--- src/design/srf_pkg.sv ---
// ----------------------------------------------------------------------------
// srf_pkg
// Types and constants shared by the sorted run former modules.
// ----------------------------------------------------------------------------
`default_nettype none

package srf_pkg;

  localparam logic [7:0] SENTINEL = 8'd124;

  localparam logic REQ_CHAR  = 1'b0;
  localparam logic REQ_FLUSH = 1'b1;

  localparam logic CFG_RUN_LENGTH = 1'b0;
  localparam logic CFG_WAY_COUNT  = 1'b1;

  localparam int RUN_W = 6;
  localparam int WAY_W = 5;
  localparam int DEST_W = 4;

  typedef struct packed {
    logic       req_type;
    logic [7:0] char_in;
  } in_t;

  typedef struct packed {
    logic [7:0]        char_out;
    logic [DEST_W-1:0] dest_file;
    logic              last;
  } out_t;

  // Controller to datapath.
  typedef struct packed {
    logic              ins;
    logic              shift;
    logic              load_letter;
    logic              load_sent;
    logic              last;
    logic [DEST_W-1:0] dest;
    logic [RUN_W-1:0]  run_eff;
  } cmd_t;

  // Datapath to controller.
  typedef struct packed {
    logic fill_zero;
    logic fill_one;
    logic run_full;
    logic out_free;
  } sts_t;

  function automatic logic is_letter(input logic [7:0] c);
    is_letter = ((c >= 8'd65) && (c <= 8'd90)) || ((c >= 8'd97) && (c <= 8'd122));
  endfunction

endpackage

`default_nettype wire

--- src/design/srf_datapath.sv ---
// ----------------------------------------------------------------------------
// srf_datapath
// Insertion-sort cell row, fill counter and output word register.
// ----------------------------------------------------------------------------
`default_nettype none

module srf_datapath #(
  parameter int MAX_RUN = 32
) (
  input  wire                   clk,
  input  wire                   rst_n,
  input  wire srf_pkg::cmd_t    cmd,
  input  wire [7:0]             char_in,
  input  wire                   out_ready,
  output srf_pkg::sts_t         sts,
  output logic                  out_valid,
  output srf_pkg::out_t         out_data
);

  localparam int FW = $clog2(MAX_RUN + 1);

  logic [7:0]    cell_r   [MAX_RUN];
  logic [7:0]    cell_nxt [MAX_RUN];
  logic [MAX_RUN-1:0] gt;
  logic [FW-1:0] fill_r;
  logic [FW-1:0] fill_nxt;
  logic [FW:0]   fill_inc;
  logic          out_valid_r;
  srf_pkg::out_t out_data_r;

  // An entry at or beyond the fill count behaves as larger than any letter,
  // so the row stays sorted with the new letter dropped into place.
  always_comb begin
    for (int i = 0; i < MAX_RUN; i++) begin
      gt[i] = (FW'(i) >= fill_r) || (cell_r[i] > char_in);
    end
    for (int i = 0; i < MAX_RUN; i++) begin
      cell_nxt[i] = cell_r[i];
      if (cmd.ins) begin
        if (i > 0 && gt[(i > 0) ? i - 1 : 0]) begin
          cell_nxt[i] = cell_r[(i > 0) ? i - 1 : 0];
        end else if (gt[i]) begin
          cell_nxt[i] = char_in;
        end
      end else if (cmd.shift && i < MAX_RUN - 1) begin
        cell_nxt[i] = cell_r[(i < MAX_RUN - 1) ? i + 1 : i];
      end
    end
  end

  always_comb begin
    fill_inc = (fill_r == FW'(MAX_RUN)) ? {1'b0, fill_r} : {1'b0, fill_r} + 1'b1;
    fill_nxt = fill_r;
    if (cmd.ins) begin
      fill_nxt = fill_inc[FW-1:0];
    end else if (cmd.shift) begin
      fill_nxt = fill_r - 1'b1;
    end
  end

  always_ff @(posedge clk) begin
    for (int i = 0; i < MAX_RUN; i++) begin
      cell_r[i] <= cell_nxt[i];
    end
    if (!rst_n) begin
      fill_r      <= '0;
      out_valid_r <= 1'b0;
    end else begin
      fill_r <= fill_nxt;
      if (cmd.load_letter || cmd.load_sent) begin
        out_valid_r <= 1'b1;
      end else if (out_ready) begin
        out_valid_r <= 1'b0;
      end
    end
    if (cmd.load_letter) begin
      out_data_r <= '{char_out: cell_r[0], dest_file: cmd.dest, last: cmd.last};
    end else if (cmd.load_sent) begin
      out_data_r <= '{char_out: srf_pkg::SENTINEL, dest_file: cmd.dest, last: 1'b1};
    end
  end

  always_comb begin
    sts.fill_zero = (fill_r == '0);
    sts.fill_one  = (fill_r == FW'(1));
    sts.run_full  = (7'(fill_inc) >= 7'(cmd.run_eff));
    sts.out_free  = !out_valid_r || out_ready;
  end

  assign out_valid = out_valid_r;
  assign out_data  = out_data_r;

endmodule

`default_nettype wire

--- src/design/srf_ctrl.sv ---
// ----------------------------------------------------------------------------
// srf_ctrl
// Run controller: configuration registers, destination counter and the
// collect / drain / sentinel sequencer.
// ----------------------------------------------------------------------------
`default_nettype none

module srf_ctrl #(
  parameter int MAX_RUN  = 32,
  parameter int MAX_WAYS = 16
) (
  input  wire                   clk,
  input  wire                   rst_n,
  input  wire                   in_valid,
  output logic                  in_ready,
  input  wire srf_pkg::in_t     in_data,
  input  wire                   cfg_we,
  input  wire                   cfg_idx,
  input  wire [5:0]             cfg_wdata,
  input  wire srf_pkg::sts_t    sts,
  output srf_pkg::cmd_t         cmd
);

  localparam logic [1:0] ST_IDLE  = 2'd0;
  localparam logic [1:0] ST_DRAIN = 2'd1;
  localparam logic [1:0] ST_SENT  = 2'd2;

  logic [1:0] state_r, state_nxt;
  logic       flush_r, flush_nxt;
  logic [srf_pkg::DEST_W-1:0] dest_r, dest_nxt;
  logic [srf_pkg::RUN_W-1:0]  run_len_r;
  logic [srf_pkg::WAY_W-1:0]  way_cnt_r;
  logic [srf_pkg::RUN_W-1:0]  run_eff;
  logic [srf_pkg::WAY_W-1:0]  way_eff;
  logic [srf_pkg::WAY_W-1:0]  dest_inc;

  always_comb begin
    if (run_len_r == '0) begin
      run_eff = srf_pkg::RUN_W'(1);
    end else if (7'(run_len_r) > 7'(MAX_RUN)) begin
      run_eff = srf_pkg::RUN_W'(MAX_RUN);
    end else begin
      run_eff = run_len_r;
    end
    if (way_cnt_r == '0) begin
      way_eff = srf_pkg::WAY_W'(1);
    end else if (way_cnt_r > srf_pkg::WAY_W'(MAX_WAYS)) begin
      way_eff = srf_pkg::WAY_W'(MAX_WAYS);
    end else begin
      way_eff = way_cnt_r;
    end
    dest_inc = {1'b0, dest_r} + 1'b1;
  end

  always_comb begin
    state_nxt   = state_r;
    flush_nxt   = flush_r;
    dest_nxt    = dest_r;
    in_ready    = (state_r == ST_IDLE);
    cmd         = '0;
    cmd.dest    = dest_r;
    cmd.run_eff = run_eff;
    case (state_r)
      ST_IDLE: begin
        if (in_valid) begin
          if (in_data.req_type == srf_pkg::REQ_FLUSH) begin
            if (sts.fill_zero) begin
              dest_nxt = '0;
            end else begin
              flush_nxt = 1'b1;
              state_nxt = ST_DRAIN;
            end
          end else if (srf_pkg::is_letter(in_data.char_in)) begin
            cmd.ins = 1'b1;
            if (sts.run_full) begin
              flush_nxt = 1'b0;
              state_nxt = ST_DRAIN;
            end
          end
        end
      end
      ST_DRAIN: begin
        if (sts.out_free) begin
          cmd.load_letter = 1'b1;
          cmd.shift       = 1'b1;
          cmd.last        = flush_r && sts.fill_one;
          if (sts.fill_one) begin
            if (flush_r) begin
              dest_nxt  = '0;
              state_nxt = ST_IDLE;
            end else begin
              state_nxt = ST_SENT;
            end
          end
        end
      end
      ST_SENT: begin
        if (sts.out_free) begin
          cmd.load_sent = 1'b1;
          state_nxt     = ST_IDLE;
          dest_nxt      = (dest_inc >= way_eff) ? '0 : dest_inc[srf_pkg::DEST_W-1:0];
        end
      end
      default: begin
        state_nxt = ST_IDLE;
      end
    endcase
  end

  always_ff @(posedge clk) begin
    if (!rst_n) begin
      state_r   <= ST_IDLE;
      flush_r   <= 1'b0;
      dest_r    <= '0;
      run_len_r <= srf_pkg::RUN_W'(32);
      way_cnt_r <= srf_pkg::WAY_W'(2);
    end else begin
      state_r <= state_nxt;
      flush_r <= flush_nxt;
      dest_r  <= dest_nxt;
      if (cfg_we) begin
        if (cfg_idx == srf_pkg::CFG_RUN_LENGTH) begin
          run_len_r <= cfg_wdata;
        end else begin
          way_cnt_r <= cfg_wdata[srf_pkg::WAY_W-1:0];
        end
      end
    end
  end

endmodule

`default_nettype wire

--- src/design/sorted_run_former_core.sv ---
// The letter that completes a run moves the controller to its drain state,
// and the first word is loaded into the output register once it is free;
// each letter is sorted in as it arrives. Letters are taken one per cycle
// while collecting; then the words of a run and its sentinel drain one per
// cycle while out_ready is high, input held off; the row drain sets the pace.
// Synchronous reset: empty row, destination 0, run_length 32, way_count 2.
// ----------------------------------------------------------------------------
// sorted_run_former_core
// Collects letters into sorted runs and emits them to round-robin files.
// ----------------------------------------------------------------------------
`default_nettype none

module sorted_run_former_core #(
  parameter int MAX_RUN  = 32,
  parameter int MAX_WAYS = 16
) (
  input  wire                   clk,
  input  wire                   rst_n,
  input  wire                   in_valid,
  output logic                  in_ready,
  input  wire srf_pkg::in_t     in_data,
  output logic                  out_valid,
  input  wire                   out_ready,
  output srf_pkg::out_t         out_data,
  input  wire                   cfg_we,
  input  wire                   cfg_idx,
  input  wire [5:0]             cfg_wdata
);

  srf_pkg::cmd_t cmd;
  srf_pkg::sts_t sts;

  srf_ctrl #(
    .MAX_RUN (MAX_RUN),
    .MAX_WAYS(MAX_WAYS)
  ) u_ctrl (
    .clk      (clk),
    .rst_n    (rst_n),
    .in_valid (in_valid),
    .in_ready (in_ready),
    .in_data  (in_data),
    .cfg_we   (cfg_we),
    .cfg_idx  (cfg_idx),
    .cfg_wdata(cfg_wdata),
    .sts      (sts),
    .cmd      (cmd)
  );

  srf_datapath #(
    .MAX_RUN(MAX_RUN)
  ) u_datapath (
    .clk      (clk),
    .rst_n    (rst_n),
    .cmd      (cmd),
    .char_in  (in_data.char_in),
    .out_ready(out_ready),
    .sts      (sts),
    .out_valid(out_valid),
    .out_data (out_data)
  );

endmodule

`default_nettype wire

--- config.mk ---
export PLATFORM = sky130hd
export DESIGN_NAME = sorted_run_former_core
export DESIGN_NICKNAME = d
export VERILOG_FILES = /design/src/design/srf_pkg.sv /design/src/design/srf_datapath.sv /design/src/design/srf_ctrl.sv /design/src/design/sorted_run_former_core.sv
export SDC_FILE = /design/constraint.sdc
export NUM_CORES = 1
export LEC_CHECK = 0
export BUFFER_PORTS_ARGS = -buffer_cell sky130_fd_sc_hd__buf_2
export CORE_AREA = 2 2 174 193
export CTS_CLUSTER_DIAMETER = 150
export DETAILED_ROUTE_END_ITERATION = 7
export DIE_AREA = 0 0 176 195
export PLACE_DENSITY = 0.86
export REMOVE_ABC_BUFFERS = 1
export SYNTH_ARGS = -nofsm -noshare
export SYNTH_HDL_FRONTEND = slang
export SYNTH_SLANG_ARGS = --single-unit
--- constraint.sdc ---
create_clock -name clk -period 7.89 [get_ports clk]
set_input_delay 0.789 -clock clk [delete_from_list [all_inputs] [get_ports clk]]
set_output_delay 0.789 -clock clk [all_outputs]
set_load 0.1 [all_outputs]
==> results of run 1 <==
[state kept, by name, summed over array words and instances (netlist names)]
register / count
u_datapath.out_data: 13
u_datapath.fill_r: 6
u_datapath.cell_r: 256
u_ctrl.flush_r: 1
u_ctrl.state_r: 2
u_ctrl.run_len_r: 6
u_ctrl.dest_r: 4
u_ctrl.way_cnt_r: 5
u_datapath.out_valid: 1
[Yosys cell counts, drive strengths merged (2+ instances only)]
cell type and count:
o32a 2, nand3 32, a211oi 24, a21boi 3, xnor2 9, nand4 59, nor2 227, nor3 25
a311oi 4, a31oi 36, o21a 10, o2111ai 2, o21ai 103, nor2b 32, and3 3, a41oi 2
nor4 4, clkbuf 44, or2 3, nand2 199, and2 10, dfxtp 25, buf 60, mux2 8
xor2 4, nand2b 18, or4 2, ha 272, mux2i 183, edfxtp 269, a21o 23, o22ai 3
a21oi 304, inv 53, or3 2, o311ai 2, and4 4, o211ai 26
[cell type report]
type | instances | area share (%)
Inverter | 53 | 0.895
Timing Repair Buffer | 51 | 1.38
Clock buffer | 32 | 3.51
Multi-Input combinational cell | 1652 | 52.1
Sequential cell | 294 | 38.6
Tap cell | 426 | 2.40
Clock inverter | 24 | 1.14
[per-stage QoR]
stage | utilization, % | TNS [ns] | area (µm²) | hold slack, ns
floorplan | - | -2941.96 | 20300 | 0.437
global placement | 65.8 | 0 | 21200 | 0.447
detailed placement | 65.8 | 0 | 21200 | 0.452
CTS | 69.0 | 0 | 22200 | 0.454
global route | 69.0 | 0 | 22200 | 0.485
finish | 69.0 | 0 | 22200 | 0.464
[worst max-delay path: cells and delay by family]
kind	cells	cell delay, ns
and+or+nand+nor	2	0.58
AOI/OAI and AO/OA	2	0.83
buffers and inverters	3	1.96
[power by group through the flow]
| stage | Sequential, mW | Combinational, mW | Clock [mW] |
|---|---|---|---|
| 2_1_floorplan | 2.09 | 0.897 | 0 |
| 3_3_place_gp | 2.10 | 1.17 | 0 |
| 3_5_place_dp | 2.10 | 1.24 | 0 |
| 4_1_cts | 2.07 | 1.25 | 1.50 |
| 5_1_grt | 2.09 | 1.39 | 1.57 |
| 6_report | 2.08 | 1.28 | 1.50 |
[path summary, 6_finish.rpt]
| path | slack [ns] | start | to | depth (start not counted) |
|---|---|---|---|---|
| setup reg to reg | 4.04 | u_ctrl.state_r[0]$_SDFFE_PN0P_ | u_datapath.cell_r[1][17]$_DFFE_PP_ | 6 |
| hold / removal | 0.46 | u_ctrl.way_cnt_r[0]$_SDFFE_PN0P_ | u_ctrl.way_cnt_r[0]$_SDFFE_PN0P_ | 2 |
| hold reg to reg | 0.46 | u_ctrl.way_cnt_r[0]$_SDFFE_PN0P_ | u_ctrl.way_cnt_r[0]$_SDFFE_PN0P_ | 2 |
| setup / recovery | 3.36 | in_data[4] | u_datapath.cell_r[1][17]$_DFFE_PP_ | 7 |
[kinds of logic (layout without fill, tap and decap cells)]
| kind of cell | Yosys count | count (layout) | synth area share, % |
|---|---|---|---|
| AOI/OAI and AO/OA | 553 | 553 | 15.4 |
| xor gates and xnor gates | 13 | 13 | 0.546 |
| adders and majority gates | 272 | 272 | 16.3 |
| buffers and inverters | 157 | 160 | 3.49 |
| DFF | 294 | 294 | 41.1 |
| muxes | 191 | 191 | 9.21 |
| and+or+nand+nor | 623 | 623 | 13.9 |
[routing by layer]
layer	vias to the layer above	wire length (µm)	track usage [%]
li1	7814	-	-
met1	8093	21300	40.1
met2	997	27300	55.5
met3	229	5130	5.16
met4	0	2700	16.4
met5	-	0	0
==> results.md, run 1 <==
* Port Buf Inserts at 35
* Final Non-Filler Cells at 2,532
* Antenna cells at 0
* P&R area growth vs syn at 6.50%
* Clk sinks at 294
* Switching part of the total at 32.8%
* Die ar. at 0.0343 mm²
* Placed Cells at 2,476
* Violation count after the first detailed-route iteration at 2,095
* Post-synth EDFFs at 269
* Worst-path fanout max at 264
* All-Layer GR Usage at 32.6%
* CP max-delay cell: a41oi_1
* Critical Path AT at 4.65 ns
* Post-synth top area cell: edfxtp_1
* Row Count at 69
* Die width at 176 µm
* Setup Fix Bufs, Post-CTS at 0
* Leak at 8.48 nW
* Via Count at 17,100
* CP Cell Sequence: buf_2 > or4_1 > o22ai_2 > nor4_4 > buf_4 > buf_12 > a41oi_1
* Worst hold path type: reg -> reg
* Int Power at 3.26 mW
* Vias in the first global route at 17,500
* Reg area at 0.00858 mm²
* Synth Register Bits at 294
* Tcrit/Tclk final at 57.4%
* Asr flop ratio synth at 0%
* Yosys warns at 0
* Synth top area cells: edfxtp_1 (39%), ha_1 (16%), mux2i_1 (8.8%)
* I/O pin count at 36
* Latest clock arrival within the worst-skew pair at 0.57 ns
* Clock group share of total power at 30.8%
* Initial antenna violation count at 0
* Die span in y at 195 µm
* Cells after Synth at 2,103
* Final period demand of the worst path at 4.53 ns
* Share of layout cells above drive strength 1 at 7.22%
* Worst-path clk slew at 0.06 ns
* DRT Pass-1 Iters at 6
* Power Dens Cells at 218 mW/mm²
* PnR worst setup slack at 3.36 ns
* Max_slew headroom at 1.69%
* Cts repair resizes at 0
* Core outline area at 0.0322 mm²
* Max-cap violations at 0
* CP Class: in -> reg
* CTS tree: done
* Setup violators final at 0
* Final Skew at 0.0184 ns
* Vias per inst at 6.77
* Num CTS Buffers at 30
* Root Buffer Master: clkbuf_16
* Routed wire per std cell at 22.3 µm
* Sw Pwr at 1.59 mW
* First-pass GRT wire length at 89,900 µm
* Area of the mapped netlist at 0.0209 mm²
* Status: complete, no violations
* Final Hold Fails at 0
* Sequential element share of the synthesized area at 41.1%
* RSZ-0062 raised after global routing: no
* Worst endpoint required time at 8.01 ns
* Share of the synthesized area in the top cell type at 38.7%
* Commonest non-fill, non-tap cell in the layout: a21oi_1
* Yosys cell types at 62
* DRT antenna net count at 0
* Hold Buf Count CTS at 0
* Total Power at 4.85 mW
* Most frequent cells in the layout: a21oi_1 (301), ha_1 (272), edfxtp_1 (269)
* CP endpoint kind: flop
* H-tree depth at 1
* Clock buffer depth at 3
* Synth Flop Type: edfxtp_1
* CP peak stage delay at 0.72 ns
* Avg Cell Area, Syn at 9.92 µm²
* DR DRC count at 0
* Nets at 2,375
* Worst slack, placed at 2.98 ns
* Pin count of the biggest net entering global routing at 265
* Logic pwr share at 26.3%
* Final WL at 56,500 µm
* Sequential fraction of design power at 42.9%
* Initial Util at 64.8%
* Worst Tran Pin Value at 1.47 ns
* Fill cells at 2,334
* Worst IR Drop VDD at 0.184 mV
* Dpl hpwl at 38,600 µm
* Max Slew Vio Count at 0
* Fmax achieved at 221 MHz
* Footprint of the multi-input gates at 0.0116 mm²
* Grt total ovfl at 0
* CP Launch Type: primary input
* GPL Wtd Cong at 0.922
(Power assumes the default switching activity.)
==> inputs of run 2 (changes only) <==
CORE_AREA = 2 2 184 204   (was 2 2 174 193)
DIE_AREA = 0 0 186 206   (was 0 0 176 195)
PLACE_DENSITY = 0.81   (was 0.86)
clock period = 4 ns   (was 7.89 ns; I/O delays follow)
==> run 2 against run 1 <==
Die area rose by 12%; non-clock buffer count is 49 higher; global-route usage decreased by 1.7 points; routed wire length up 5.3%; clock skew decreased by 0.0043 ns.
==> results.md, run 2 (same netlist as run 1, synthesis figures left out) <==
* Tcrit/Tclk final at 89.5%
* Latest clock arrival within the worst-skew pair at 0.59 ns (+0.02 ns)
* CTS tree: done
* Max Slew Vio Count at 0 (unchanged)
* Max-cap violations at 0 (unchanged)
* Vias per inst at 6.59 (-2.6%)
* Initial Util at 57.1% (-7.7 points)
* Hold Buf Count CTS at 0 (unchanged)
* Worst hold start: cfg_wdata[5]
* Grt total ovfl at 0 (unchanged)
* RR Endpoint: u_datapath.cell_r[0][118]$_DFFE_PP_
* Hold Path Sink: u_ctrl.run_len_r[5]$_SDFFE_PN1P_
* Reg2reg setup slack at 0.42 ns (-3.62 ns)
* Setup Fix Bufs, Post-CTS at 0 (unchanged)
* Power Dens Cells at 434 mW/mm² (+99%)
* Root Buffer Master: clkbuf_16
* Critical Path AT at 3.79 ns (-0.86 ns)
* Top reg by flops: u_datapath.cell_r
* CP Launch Type: flop
* Final Skew at 0.0141 ns (-0.00430 ns)
* P&R area growth vs syn at 9.59%
* Setup violators final at 0 (unchanged)
* Share of layout cells above drive strength 1 at 9.23% (+2.0 points)
* Clk sinks at 294 (unchanged)
* Final Non-Filler Cells at 2,650 (+4.7%)
* Worst-path fanout max at 11 (-96%)
* R2r worst-path depth at 5 (-1)
* DRT Pass-1 Iters at 8 (+2)
* Worst IR Drop VDD at 0.320 mV (+74%)
* Routed wire per std cell at 22.4 µm (+0.58%)
* Sw Pwr at 3.23 mW (+100%)
* H-tree depth at 1 (unchanged)
* Die span in y at 206 µm (+5.6%)
* Total Power at 9.92 mW (+100%)
* Worst Tran Pin Value at 1.12 ns (-0.350 ns)
* RSZ-0062 raised after global routing: no
* Sequential fraction of design power at 41.4% (-1.5 points)
* CP Class: reg -> reg
* Row Count at 74 (+7.2%)
* Clock group share of total power at 32.0% (+1.2 points)
* Dpl hpwl at 41,200 µm (+6.8%)
* Largest register FFs at 256 (unchanged)
* Final Hold Fails at 0 (unchanged)
* Cts repair resizes at 0 (unchanged)
* Nets at 2,425 (+2.1%)
* Initial antenna violation count at 1 (+1)
* Worst endpoint required time at 4.20 ns (-3.81 ns)
* Reg2reg start: u_datapath.fill_r[1]$_SDFFE_PN0P_
* Die width at 186 µm (+5.7%)
* GPL Wtd Cong at 0.916 (-0.62%)
* Core outline area at 0.0366 mm² (+14%)
* Fmax achieved at 279 MHz
* Setup TNS at 0 ns (unchanged)
* Antenna cells at 0 (unchanged)
* Max_slew headroom at 24.8% (+23 points)
* Switching part of the total at 32.6% (-0.28 points)
* Hold path depth at 3 (+1)
* Clock buffer depth at 3 (unchanged)
* Violation count after the first detailed-route iteration at 1,879 (-10%)
* Most frequent cells in the layout: a21oi_1 (301), ha_1 (272), edfxtp_1 (269)
* Placed Cells at 2,593 (+4.7%)
* Int Power at 6.69 mW (+110%)
* Final WL at 59,400 µm (+5.3%)
* DRT antenna net count at 0 (unchanged)
* First-pass GRT wire length at 92,400 µm (+2.8%)
* Vias in the first global route at 17,300 (-0.95%)
* Num CTS Buffers at 31 (+3.3%)
* Port Buf Inserts at 35 (unchanged)
* Commonest non-fill, non-tap cell in the layout: a21oi_1
* Pin count of the biggest net entering global routing at 107 (-60%)
* Status: complete, no violations
* DR DRC count at 0 (unchanged)
* Via Count at 17,500 (+1.9%)
* Final period demand of the worst path at 3.58 ns
* Worst-path clk slew at 0.06 ns (about the same)
* All-Layer GR Usage at 30.9% (-1.7 points)
* Leak at 8.80 nW (+3.8%)
* CP endpoint kind: flop
* Logic pwr share at 26.6% (+0.3 points)
* Worst hold path type: in -> reg
* I/O pin count at 36 (unchanged)
* Die ar. at 0.0383 mm² (+12%)
==> run 2: critical path, stage by stage (launching register included) <==
cell and delay [ns]:
dfxtp_1 0.72, ha_1 0.42, nor2b_1 0.69, a21oi_1 0.27, nor3_2 0.58, a31oi_1 0.51
==> run 2: power groups by stage <==
stage                     clock [mW]  combinational [mW]  sequential [mW]
final                           3.17                2.64             4.10
after CTS                       3.17                2.59             4.08
after global routing            3.29                2.88             4.13
after detailed placement           0                2.56             4.15
after floorplan                    0                1.77             4.11
after global placement             0                2.43             4.14
==> run 2: layout make-up <==
type,instances,area [µm²]
inverters,53,199
clock inverters,19,275
flip-flops and latches,294,8580
fillers,2826,13700
well taps,494,618
multi-input cells,1652,11600
repair buffers,100,801
clock buffers,38,822
==> run 2: worst max path at each step <==
| stage | from | endpoint | slack [ns] | cells after the start |
|---|---|---|---|---|
| 2_1_floorplan | u_ctrl.state_r[0]$_SDFFE_PN0P_ | u_datapath.cell_r[1][16]$_DFFE_PP_ | -12.38 | 5 |
| 3_3_place_gp | u_datapath.fill_r[1]$_SDFFE_PN0P_ | u_datapath.cell_r[0][114]$_DFFE_PP_ | 0.63 | 5 |
| 3_5_place_dp | u_datapath.fill_r[1]$_SDFFE_PN0P_ | u_datapath.cell_r[0][114]$_DFFE_PP_ | 0.56 | 5 |
| 4_1_cts | u_datapath.fill_r[1]$_SDFFE_PN0P_ | u_datapath.cell_r[0][118]$_DFFE_PP_ | 0.50 | 5 |
| 5_1_grt | u_datapath.fill_r[1]$_SDFFE_PN0P_ | u_datapath.cell_r[0][118]$_DFFE_PP_ | 0.35 | 5 |
| 6_report | u_datapath.fill_r[1]$_SDFFE_PN0P_ | u_datapath.cell_r[0][118]$_DFFE_PP_ | 0.42 | 5 |
==> run 2: metal layers <==
metal	up-vias	GRT usage, %	part of all wire [%]
li1	7935	-	-
met1	8304	38.6	38
met2	996	51.4	47
met3	226	5.13	9.6
met4	2	16.1	4.9
met5	-	0	0.012
==> run 2: per-stage QoR <==
step / hold WS [ns] / utilization [%] / setup WS [ns] / instance area [µm²]
floorplan: 0.437 / - / -12.38 / 20300
global placement: 0.450 / 59.5 / 0.632 / 21800
detailed placement: 0.459 / 59.5 / 0.556 / 21800
CTS: 0.0432 / 62.5 / 0.499 / 22900
global route: 0.0678 / 62.5 / 0.346 / 22900
finish: 0.0711 / 62.5 / 0.419 / 22900
